$ cat src/rtl/fcbl_pkg.sv
// ----------------------------------------------------------------------------
// fcbl_pkg
// Shared types, constants and helpers of the freezer cartridge bus logic.
// ----------------------------------------------------------------------------
package fcbl_pkg;

    // sizing
    localparam int RAM_DEPTH     = 128;
    localparam int FREEZE_WRITES = 3;
    localparam int ROM_ADDR_BITS = 14;

    localparam int RAM_IDX_W   = $clog2(RAM_DEPTH);
    localparam int ROM_OUT_W   = 14;
    localparam int ROM_KEEP_W  = (ROM_ADDR_BITS < ROM_OUT_W) ? ROM_ADDR_BITS : ROM_OUT_W;
    localparam int FREEZE_W    = 3;

    // bus cycle kinds
    typedef enum logic [1:0] {
        FUNC_VIDEO_RD = 2'd0,
        FUNC_CPU_RD   = 2'd1,
        FUNC_CPU_WR   = 2'd2,
        FUNC_UNUSED   = 2'd3
    } func_t;

    // driven data sources
    localparam logic [1:0] SRC_ROM  = 2'd0;
    localparam logic [1:0] SRC_RAM  = 2'd1;
    localparam logic [1:0] SRC_MODE = 2'd2;

    // memory configurations
    localparam logic [1:0] MODE_16K     = 2'd0;
    localparam logic [1:0] MODE_8K      = 2'd1;
    localparam logic [1:0] MODE_ULTIMAX = 2'd2;
    localparam logic [1:0] MODE_NONE    = 2'd3;

    // one host bus cycle
    typedef struct packed {
        logic [1:0]  func;
        logic        roml_n;
        logic        romh_n;
        logic        io1_n;
        logic        io2_n;
        logic        button;
        logic [15:0] bus_addr;
        logic [7:0]  bus_data;
    } in_item_t;

    // answer to one bus cycle
    typedef struct packed {
        logic        drive;
        logic [1:0]  source;
        logic [7:0]  read_data;
        logic [13:0] rom_addr;
        logic [1:0]  mode;
        logic        led_on;
        logic        nmi_low;
    } out_item_t;

    // scratch ram access from the decoder
    typedef struct packed {
        logic                 we;
        logic                 re;
        logic [RAM_IDX_W-1:0] idx;
        logic [7:0]           wdata;
    } ram_ctrl_t;

    // ram index: low seven address bits folded into the ram depth
    // restoring compare and subtract, three steps cover depths down to 16
    function automatic logic [RAM_IDX_W-1:0] ram_index(input logic [6:0] addr7);
        logic [9:0] rem;
        rem = {3'b000, addr7};
        if (rem >= 10'(RAM_DEPTH * 4))
            rem = rem - 10'(RAM_DEPTH * 4);
        if (rem >= 10'(RAM_DEPTH * 2))
            rem = rem - 10'(RAM_DEPTH * 2);
        if (rem >= 10'(RAM_DEPTH))
            rem = rem - 10'(RAM_DEPTH);
        return rem[RAM_IDX_W-1:0];
    endfunction

endpackage

$ cat src/rtl/fcbl_ram.sv
// ----------------------------------------------------------------------------
// fcbl_ram
// Single write port, single read port RAM with registered read data.
// ----------------------------------------------------------------------------
module fcbl_ram #(
    parameter int DEPTH = 128,
    parameter int WIDTH = 8
) (
    input  logic                     clk,
    input  logic                     we,
    input  logic [$clog2(DEPTH)-1:0] waddr,
    input  logic [WIDTH-1:0]         wdata,
    input  logic                     re,
    input  logic [$clog2(DEPTH)-1:0] raddr,
    output logic [WIDTH-1:0]         rdata
);

    logic [WIDTH-1:0] mem [DEPTH];
    logic [WIDTH-1:0] rdata_reg;

    // write port
    always_ff @(posedge clk)
    begin
        if (we)
            mem[waddr] <= wdata;
    end

    // registered read port
    always_ff @(posedge clk)
    begin
        if (re)
            rdata_reg <= mem[raddr];
    end

    assign rdata = rdata_reg;

endmodule

$ cat src/rtl/fcbl_core.sv
// ----------------------------------------------------------------------------
// fcbl_core
// Bus cycle decoder and cartridge state: mode, button, NMI and freeze count.
// ----------------------------------------------------------------------------
module fcbl_core
    import fcbl_pkg::*;
(
    input  logic      clk,
    input  logic      rst_n,
    input  logic      step,
    input  in_item_t  item,
    output out_item_t result,
    output ram_ctrl_t ram_ctrl
);

    logic [1:0]          mode_reg, mode_next;
    logic                button_held_reg, button_held_next;
    logic                nmi_reg, nmi_next;
    logic [FREEZE_W-1:0] freeze_count_reg, freeze_count_next;

    logic roml, romh, io1, io2;
    logic drive;
    logic [1:0] source;
    logic [FREEZE_W-1:0] count_dec;

    assign roml = !item.roml_n;
    assign romh = !item.romh_n;
    assign io1  = !item.io1_n;
    assign io2  = !item.io2_n;
    assign count_dec = freeze_count_reg - FREEZE_W'(1);

    // decode of one bus cycle
    always_comb
    begin
        mode_next         = mode_reg;
        button_held_next  = button_held_reg;
        nmi_next          = nmi_reg;
        freeze_count_next = freeze_count_reg;
        drive             = 1'b0;
        source            = SRC_ROM;
        ram_ctrl.we       = 1'b0;
        ram_ctrl.re       = 1'b0;
        ram_ctrl.idx      = ram_index(item.bus_addr[6:0]);
        ram_ctrl.wdata    = item.bus_data;

        unique case (func_t'(item.func))
            FUNC_VIDEO_RD:
            begin
                drive = roml || romh;
            end
            FUNC_CPU_RD:
            begin
                if (io1 || roml || romh)
                begin
                    drive = 1'b1;
                    if (io1)
                        mode_next = (item.bus_addr[1:0] & 2'b10) | MODE_8K;
                end
                else if (io2)
                begin
                    drive = 1'b1;
                    if (!item.bus_addr[7])
                    begin
                        source      = SRC_RAM;
                        ram_ctrl.re = step;
                    end
                    else
                        source = SRC_MODE;
                end
                else if (item.button)
                    button_held_next = 1'b1;
                else if (button_held_reg)
                begin
                    // release after a press starts a freeze
                    nmi_next          = 1'b1;
                    button_held_next  = 1'b0;
                    freeze_count_next = FREEZE_W'(FREEZE_WRITES);
                end
            end
            FUNC_CPU_WR:
            begin
                if (freeze_count_reg != '0)
                begin
                    freeze_count_next = count_dec;
                    if (count_dec == '0)
                        mode_next = MODE_ULTIMAX;
                end
                if (io1)
                    mode_next = item.bus_addr[1:0] & 2'b10;
                else if (io2)
                begin
                    ram_ctrl.we = step && !item.bus_addr[7];
                    nmi_next    = 1'b0;
                end
            end
            default:
            begin
            end
        endcase
    end

    // state update on each processed cycle
    always_ff @(posedge clk or negedge rst_n)
    begin
        if (!rst_n)
        begin
            mode_reg         <= MODE_16K;
            button_held_reg  <= 1'b0;
            nmi_reg          <= 1'b0;
            freeze_count_reg <= '0;
        end
        else if (step)
        begin
            mode_reg         <= mode_next;
            button_held_reg  <= button_held_next;
            nmi_reg          <= nmi_next;
            freeze_count_reg <= freeze_count_next;
        end
    end

    // result fields, ram byte is merged in after the read register
    always_comb
    begin
        result.drive     = drive;
        result.source    = source;
        result.read_data = (source == SRC_MODE) ? {mode_reg, 6'b000000} : 8'h00;
        result.rom_addr  = ROM_OUT_W'(item.bus_addr[ROM_KEEP_W-1:0]);
        result.mode      = mode_next;
        result.led_on    = (mode_next != MODE_NONE);
        result.nmi_low   = nmi_next;
    end

    // freeze count never exceeds its start value
    a_freeze_range: assert property (@(posedge clk) disable iff (!rst_n)
        freeze_count_reg <= FREEZE_W'(FREEZE_WRITES))
        else $error("freeze count out of range");

    // starting a freeze pulls nmi low
    a_freeze_nmi: assert property (@(posedge clk) disable iff (!rst_n)
        step && freeze_count_next == FREEZE_W'(FREEZE_WRITES)
            && freeze_count_reg != FREEZE_W'(FREEZE_WRITES) |=> nmi_reg)
        else $error("freeze started without nmi");

    // ram is never read and written by one cycle
    a_ram_excl: assert property (@(posedge clk) disable iff (!rst_n)
        !(ram_ctrl.we && ram_ctrl.re))
        else $error("ram read and write together");

endmodule

$ cat src/rtl/freezer_cartridge_bus_logic_top.sv
// ----------------------------------------------------------------------------
// freezer_cartridge_bus_logic_top
// Freezer cartridge bus logic: input register, decoder, scratch RAM, result.
// ----------------------------------------------------------------------------
// result path: an input transfer lands in the input register, and its result in
// the result register, from which the result transfer is taken
// throughput: one bus cycle per clock while out_ready holds, set by the single decode stage
// between the input register and the result register
// reset: asynchronous active-low rst_n clears valid flags, mode, button,
// nmi and freeze count; scratch ram contents stay undefined until written
module freezer_cartridge_bus_logic_top
    import fcbl_pkg::*;
(
    input  logic      clk,
    input  logic      rst_n,
    input  logic      in_valid,
    output logic      in_ready,
    input  in_item_t  in_data,
    output logic      out_valid,
    input  logic      out_ready,
    output out_item_t out_data
);

    logic      in_valid_reg;
    in_item_t  in_item_reg;
    logic      out_valid_reg;
    out_item_t out_item_reg;
    logic      advance;
    out_item_t result;
    ram_ctrl_t ram_ctrl;
    logic [7:0] ram_rdata;

    // stage moves when the result register is free or being emptied
    assign advance  = !out_valid_reg || out_ready;
    assign in_ready = !in_valid_reg || advance;

    // input register
    always_ff @(posedge clk or negedge rst_n)
    begin
        if (!rst_n)
            in_valid_reg <= 1'b0;
        else if (in_ready)
            in_valid_reg <= in_valid;
    end

    always_ff @(posedge clk)
    begin
        if (in_ready && in_valid)
            in_item_reg <= in_data;
    end

    // decoder and state
    fcbl_core u_core (
        .clk      (clk),
        .rst_n    (rst_n),
        .step     (in_valid_reg && advance),
        .item     (in_item_reg),
        .result   (result),
        .ram_ctrl (ram_ctrl)
    );

    // scratch ram
    fcbl_ram #(
        .DEPTH (RAM_DEPTH),
        .WIDTH (8)
    ) u_ram (
        .clk   (clk),
        .we    (ram_ctrl.we),
        .waddr (ram_ctrl.idx),
        .wdata (ram_ctrl.wdata),
        .re    (ram_ctrl.re),
        .raddr (ram_ctrl.idx),
        .rdata (ram_rdata)
    );

    // result register
    always_ff @(posedge clk or negedge rst_n)
    begin
        if (!rst_n)
            out_valid_reg <= 1'b0;
        else if (advance)
            out_valid_reg <= in_valid_reg;
    end

    always_ff @(posedge clk)
    begin
        if (advance && in_valid_reg)
            out_item_reg <= result;
    end

    // ram byte joins the result after its read register
    always_comb
    begin
        out_data = out_item_reg;
        if (out_item_reg.source == SRC_RAM)
            out_data.read_data = ram_rdata;
    end

    assign out_valid = out_valid_reg;

    // a stalled result keeps its value
    a_out_hold: assert property (@(posedge clk) disable iff (!rst_n)
        out_valid_reg && !out_ready |=> out_valid_reg && $stable(out_item_reg))
        else $error("result changed while stalled");

    // empty input register always takes a transfer
    a_in_ready: assert property (@(posedge clk) disable iff (!rst_n)
        !in_valid_reg |-> in_ready)
        else $error("input stalled while empty");

    // an undriven cycle answers rom source and zero data
    a_undriven: assert property (@(posedge clk) disable iff (!rst_n)
        out_valid && !out_data.drive |-> out_data.source == SRC_ROM
            && out_data.read_data == 8'h00)
        else $error("undriven cycle with data");

    // led follows the mode
    a_led: assert property (@(posedge clk) disable iff (!rst_n)
        out_valid |-> out_data.led_on == (out_data.mode != MODE_NONE))
        else $error("led does not follow mode");

endmodule

$ cat config.mk
export PLATFORM = sky130hd
export DESIGN_NAME = freezer_cartridge_bus_logic_top
export DESIGN_NICKNAME = d
export VERILOG_FILES = /design/src/rtl/fcbl_pkg.sv /design/src/rtl/fcbl_ram.sv /design/src/rtl/fcbl_core.sv /design/src/rtl/freezer_cartridge_bus_logic_top.sv
export SDC_FILE = /design/constraint.sdc
export NUM_CORES = 1
export LEC_CHECK = 0
export BUFFER_PORTS_ARGS = -buffer_cell sky130_fd_sc_hd__buf_4
export CORE_ASPECT_RATIO = 0.7
export CORE_MARGIN = 2
export CORE_UTILIZATION = 61
export CTS_CLUSTER_SIZE = 14
export DETAILED_ROUTE_END_ITERATION = 12
export PLACE_DENSITY = 0.88
export SETUP_SLACK_MARGIN = 0.1
export SLEW_MARGIN = 15
export SYNTH_ARGS = -nofsm -noshare
export SYNTH_HDL_FRONTEND = slang
export SYNTH_SLANG_ARGS = --single-unit
$ cat constraint.sdc
create_clock -name clk -period 5.7 [get_ports clk]
set_input_delay 0 -clock clk [delete_from_list [all_inputs] [get_ports clk]]
set_output_delay 0 -clock clk [all_outputs]
set_load 0.03 [all_outputs]
; Word-level counts from Yosys, hierarchy flattened
; Memories as Yosys holds them, arrays and structs flattened. A register that Yosys moved wholly into a read port is not among the register bits.
; Index checks and enable logic that the tools add are counted.
[word_totals]
register_bits = 67
ram_bits = 1024
input_bits = 35
output_inout_bits = 31
word_cells = 92
n_memories = 1
[classes]
add_sub_neg = 1
n_eq_ne = 10
muxes = 37
n_bitwise = 1
reduce_logical = 20
[memory_table]
columns = name, depth, width, rd, rd_ports_with_merged_regs, write_ports, line
row1 = u_ram.mem, 128, 8, 1, 1, 1, fcbl_ram.sv:18  ; logic [WIDTH-1:0] mem [DEPTH];
[op_table]
columns = op, count
row1 = 1-bit 2-to-1 mux, 18
row2 = 2-bit 2-to-1 mux, 9
row3 = 3-bit 2-to-1 mux, 5
row4 = 8-bit 2-to-1 mux, 1
row5 = "2-bit != test, second input constant", 4
row6 = 7-bit AND reduction, 1
row7 = 1-bit logical NOT, 6
row8 = 3-bit case mux with 2 select lines, 1
row9 = 1-bit logical OR, 5
row10 = "2-bit by 1-bit == test with 1-bit output, second input constant", 2
row11 = "2-bit == test, second input constant", 2
row12 = "2-bit by 1-bit != test with 1-bit output, second input constant", 2
row13 = 1-bit case mux with 2 select lines, 2
row14 = 2-bit case mux with 2 select lines, 1
row15 = 4-bit AND reduction, 1
row16 = 1-bit logical AND, 3
row17 = 3-bit logical NOT, 1
row18 = 3-bit nonzero test, 1
row19 = "3-bit by 1-bit subtractor with 3-bit output, second input constant", 1
row20 = 2-bit logical NOT, 1
row21 = 2-bit nonzero test, 1
row22 = 1-bit NOT, 1

; Logic depth before layout (Yosys ltp)
[logic_depth]
depth_word = 9
depth_mapped = 8
ltp_nobuf = 7

; By module
; A second synthesis with hierarchy kept.
[hier_totals]
cells_unflattened = 1844
area_unflattened_um2 = 42822.3
[modules_own_cells]
columns = module, n_inst, cells_each, area_per_inst_um2, seq_area_each_um2
row1 = fcbl_ram, 1, 1635, 39745.6, 30989.7
row2 = freezer_cartridge_bus_logic_top, 1, 99, 2193.4, 1851.8
row3 = fcbl_core, 1, 110, 883.3, 175.2

; Worst setup path before layout
; No wires, ideal clock.
[synth_path]
kind = register -> register
from = reg in_item_reg[8] in the netlist's numbering
to = reg u_ram.rdata_reg[0], in the netlist u_ram.rdata[0], read port of u_ram.mem, data pin
setup_time_ps = 260
arrival_time_ps = 2707
t_required_ps = 5440
setup_slack_ps = 2733
path_stages_with_launch = 7
path_buffers = 2
period_less_slack_ps = 2967
path_cell_list = edfxtp_1 -> buf_2 -> buf_1 -> mux4_2 -> mux4_2 -> mux4_2 -> mux2_2
[synth_rtl]
columns = element, line
row1 = "start, declared", freezer_cartridge_bus_logic_top.sv:25  ; in_item_t in_item_reg;
row2 = "start signal, assigned", freezer_cartridge_bus_logic_top.sv:49  ; in_item_reg <= in_data;
row3 = "end, declared", fcbl_ram.sv:19  ; logic [WIDTH-1:0] rdata_reg;

; Final worst setup path
[layout_path]
from = reg in_item_reg[29] in the netlist's numbering
to = mem u_ram.mem[31][6], enable pin
[layout_via]
elab_chain_len = 4
[layout_rtl]
columns = element, line
row1 = 2-bit == test, fcbl_core.sv:46  ; unique case (func_t'(item.func))
row2 = 1-bit 2-to-1 mux, fcbl_core.sv:46
row3 = 1-bit 2-to-1 mux, fcbl_ram.sv:24  ; if (we)
row4 = 1-bit 2-to-1 mux (not written as such), fcbl_ram.sv:25  ; mem[waddr] <= wdata;
row5 = "end, declared", fcbl_ram.sv:18
; Every way passes these cells.

==> flow_metrics.tcl <==
set metrics [dict create \
    critPathRequiredTime_ns 5.99 \
    cp_data_arrival_time_ns 4.75 \
    status "finished clean" \
    grt_usage_pct 30.76 \
    max-vdd-ir-drop_uv 287.0 \
    num_antenna_cells 0 \
    postRouteAntennaNets 0 \
    min_period_ns 4.454 \
    ys_seq_elements 1093 \
    switchingPower_uw 3489 \
    path_clk_slew_ns 0.07 \
    yosysSeqAreaShare_pct 77.79 \
    synthDistinctLibCells 35 \
    finalSetupTns_ns 0 \
    synthesis.area_mm2 0.04214 \
    crit_type "register to register" \
    ys_top_cells_by_area "edfxtp_1 77%, mux4_2 18%, nor2_1 1.2%" \
    crit_path_start_kind "register" \
    hold_class "primary input to register" \
    timing_hold_violations_final 0 \
    whs_path_depth 2 \
    async_reset_ff_share_pct 0.8234 \
    ctsHoldBuffers 34 \
    clock_sinks 1093 \
    r2r-start "in_item_reg[29]" \
    setup.worst_path.end_class "register" \
    pwr-share-clk_pct 37.9 \
    dpl.hpwl_mm 55.60 \
    die_area_mm2 0.07123 \
    synth.avg_cell_area_um2 23.67 \
    start_util_pct 61.72 \
    ios 66 \
    cp_max_fo 10 \
    p_seq_share_pct 55.9 \
    dr.first_iter.drc_count 3558 \
    vias_per_cell 7.255 \
    critPathLaunch "in_item_reg[29]" \
    power_uw 16000 \
    htree_levels 3 \
    firstDrtPassIters 6 \
    routabilityCongestion 0.8388 \
    wl_per_cell_um 37.50 \
    row_count 80 \
    post_cts_buffers 0 \
    nets 1940 \
    drive_gt1_share_pct 28.97 \
    die_h_um 223.9 \
    fill_cells 3822 \
    leakagePower_uw 0.01435 \
    yosys.area.top_type_share_pct 77.25 \
    cts_tree "done" \
    grt_max_degree 106 \
    clock.fmax_ghz 0.2245 \
    area_delta_synth_final_pct 10.63 \
    grt_pass1_wl_mm 152.9 \
    wl_mm 107.1 \
    syn_nets 1821 \
    ys_warn_count 0 \
    port_buffers 63 \
    root_buffer "clkbuf_16" \
    die_w_um 318.1 \
    p_int_uw 12510 \
    reg2regPathDepth 7 \
    maxSlewViolCount 0 \
    finalCritPeriodShare_pct 78.15 \
    clockBufferDepth 3 \
    hold_ws_ns 0.04109 \
    holdPathEnd "in_item_reg[11]" \
    globalRouteOverflowTotal 0 \
    power_frac_comb_pct 6.2 \
    numCtsBuffers 94 \
    core_mm2 0.06827 \
    r2r_setup_slack_ns 1.25 \
    cellPowerDensity_mw_per_mm2 343.2 \
    synth_top_area_cell "edfxtp_1" \
    grt_setup_unrepaired "false" \
    reg2reg_to "u_ram.mem[31][6]" \
    grt_pass1_vias 21000 \
    skew_ns 0.03582 \
    worstSkewPairLatency_ns 0.68 \
    synth_edf_count 1084 \
    vias 20720 \
    antenna_found_initial 10 \
    cts_resized 0 \
    drc 0 \
    swShare_pct 21.81 \
    synthesis.instances 1780 \
    setup_violations 0 \
    slew_headroom_pct 14.30 \
    largest_register_ffs 1024 \
    max_cap_viol_count 0 \
    tightest_slew_ns 1.285 \
    synthFlopType "edfxtp_1" \
    hold_start "in_data[11]" \
]
-- metrics by stage --
| stage | setup WS (ns) | std cells | utilization [%] | cell area [um2] |
|---|---|---|---|---|
| after global placement | 1.979 | 2670 | 63.74 | 43510 |
| final | 1.246 | 2856 | 68.29 | 46620 |
| after floorplan | 2.733 | 1780 | - | 42140 |
| after global routing | 1.307 | 2856 | 68.29 | 46620 |
| after detailed placement | 1.882 | 2670 | 63.74 | 43510 |
| after CTS | 1.702 | 2855 | 68.26 | 46600 |
-- cell type report --
| class | instances | area (um2) | area share [%] |
|---|---|---|---|
| Clock buffer | 121 | 2539 | 5.446 |
| Inverter | 7 | 26.28 | 0.05637 |
| Multi-Input combinational cell | 569 | 8778 | 18.83 |
| Timing Repair Buffer | 134 | 1161 | 2.491 |
| Sequential cell | 1093 | 32780 | 70.31 |
| Clock inverter | 30 | 206.4 | 0.4429 |
| Tap cell | 902 | 1129 | 2.421 |
-- cells in the final DEF (no fill, tap or decap), types with 8 or more instances in the layout --
| cell | n |
|---|---|
| clkbuf_1 | 23 |
| clkinv_1 | 15 |
| dfrtp_1 | 9 |
| nand3_1 | 10 |
| clkinv_2 | 8 |
| edfxtp_1 | 1084 |
| buf_4 | 94 |
| clkbuf_16 | 98 |
| nor2_1 | 131 |
| nand2_1 | 21 |
| and2_1 | 10 |
| dlygate4sd3_1 | 34 |
| mux2_2 | 16 |
| mux4_2 | 336 |
| nor2b_1 | 10 |
-- worst max-delay path: stages (launching register included) --
cell       delay (ns)
edfxtp_1         0.42
inv_1            0.12
ha_1             0.42
nand4bb_1        0.30
nor4bb_1         0.90
nand3_1          0.76
buf_4            0.47
nor2_1           0.68
-- metal layers --
metal  vias to the layer above  GRT usage, %  share of wire [%]  wire length (um)
li1                       7747             -                  -                 -
met1                     10750         41.62                 34             36540
met3                       330         8.272                 13             13600
met5                         -             0              0.062                66
met2                      1886         49.71                 49             52580
met4                        10         10.30                4.0              4318
-- synth_stat cells (all sizes together) (7+ instances only) --
master,n
buf,56
mux2,16
clkbuf,55
nand3,10
and2,11
mux4,336
edfxtp,1084
inv,7
dfrtp,9
nor2,131
nor2b,10
nand2,21
-- worst max-delay path by stage --
stage,cells past startpoint,slack (ns),end
floorplan,6,2.73,u_ram.rdata[0]
global placement,7,1.98,u_ram.mem[62][1]
detailed placement,7,1.88,u_ram.mem[31][3]
CTS,7,1.70,u_ram.mem[31][6]
global route,7,1.31,u_ram.mem[31][1]
finish,7,1.25,u_ram.mem[31][6]
-- cell families after synthesis --
family                     count (synthesis)  share of synthesized area [%]
DFF                                     1093                          77.79
adders and majority gates                  6                         0.1782
muxes                                    353                          18.41
and+or+nand+nor                          198                          2.061
buffers and inverters                    118                          1.381
AOI/OAI and AO/OA                         12                         0.1812
-- power by group through the flow --
stage / logic, uW / registers, uW / clock network [uW]
after floorplan: 556 / 9160 / 0
after global placement: 869 / 9110 / 0
after detailed placement: 908 / 9120 / 0
after CTS: 959 / 8950 / 6040
after global routing: 1010 / 8950 / 6350
final: 986 / 8950 / 6060
Note: power is estimated with default switching activity, not from simulation.
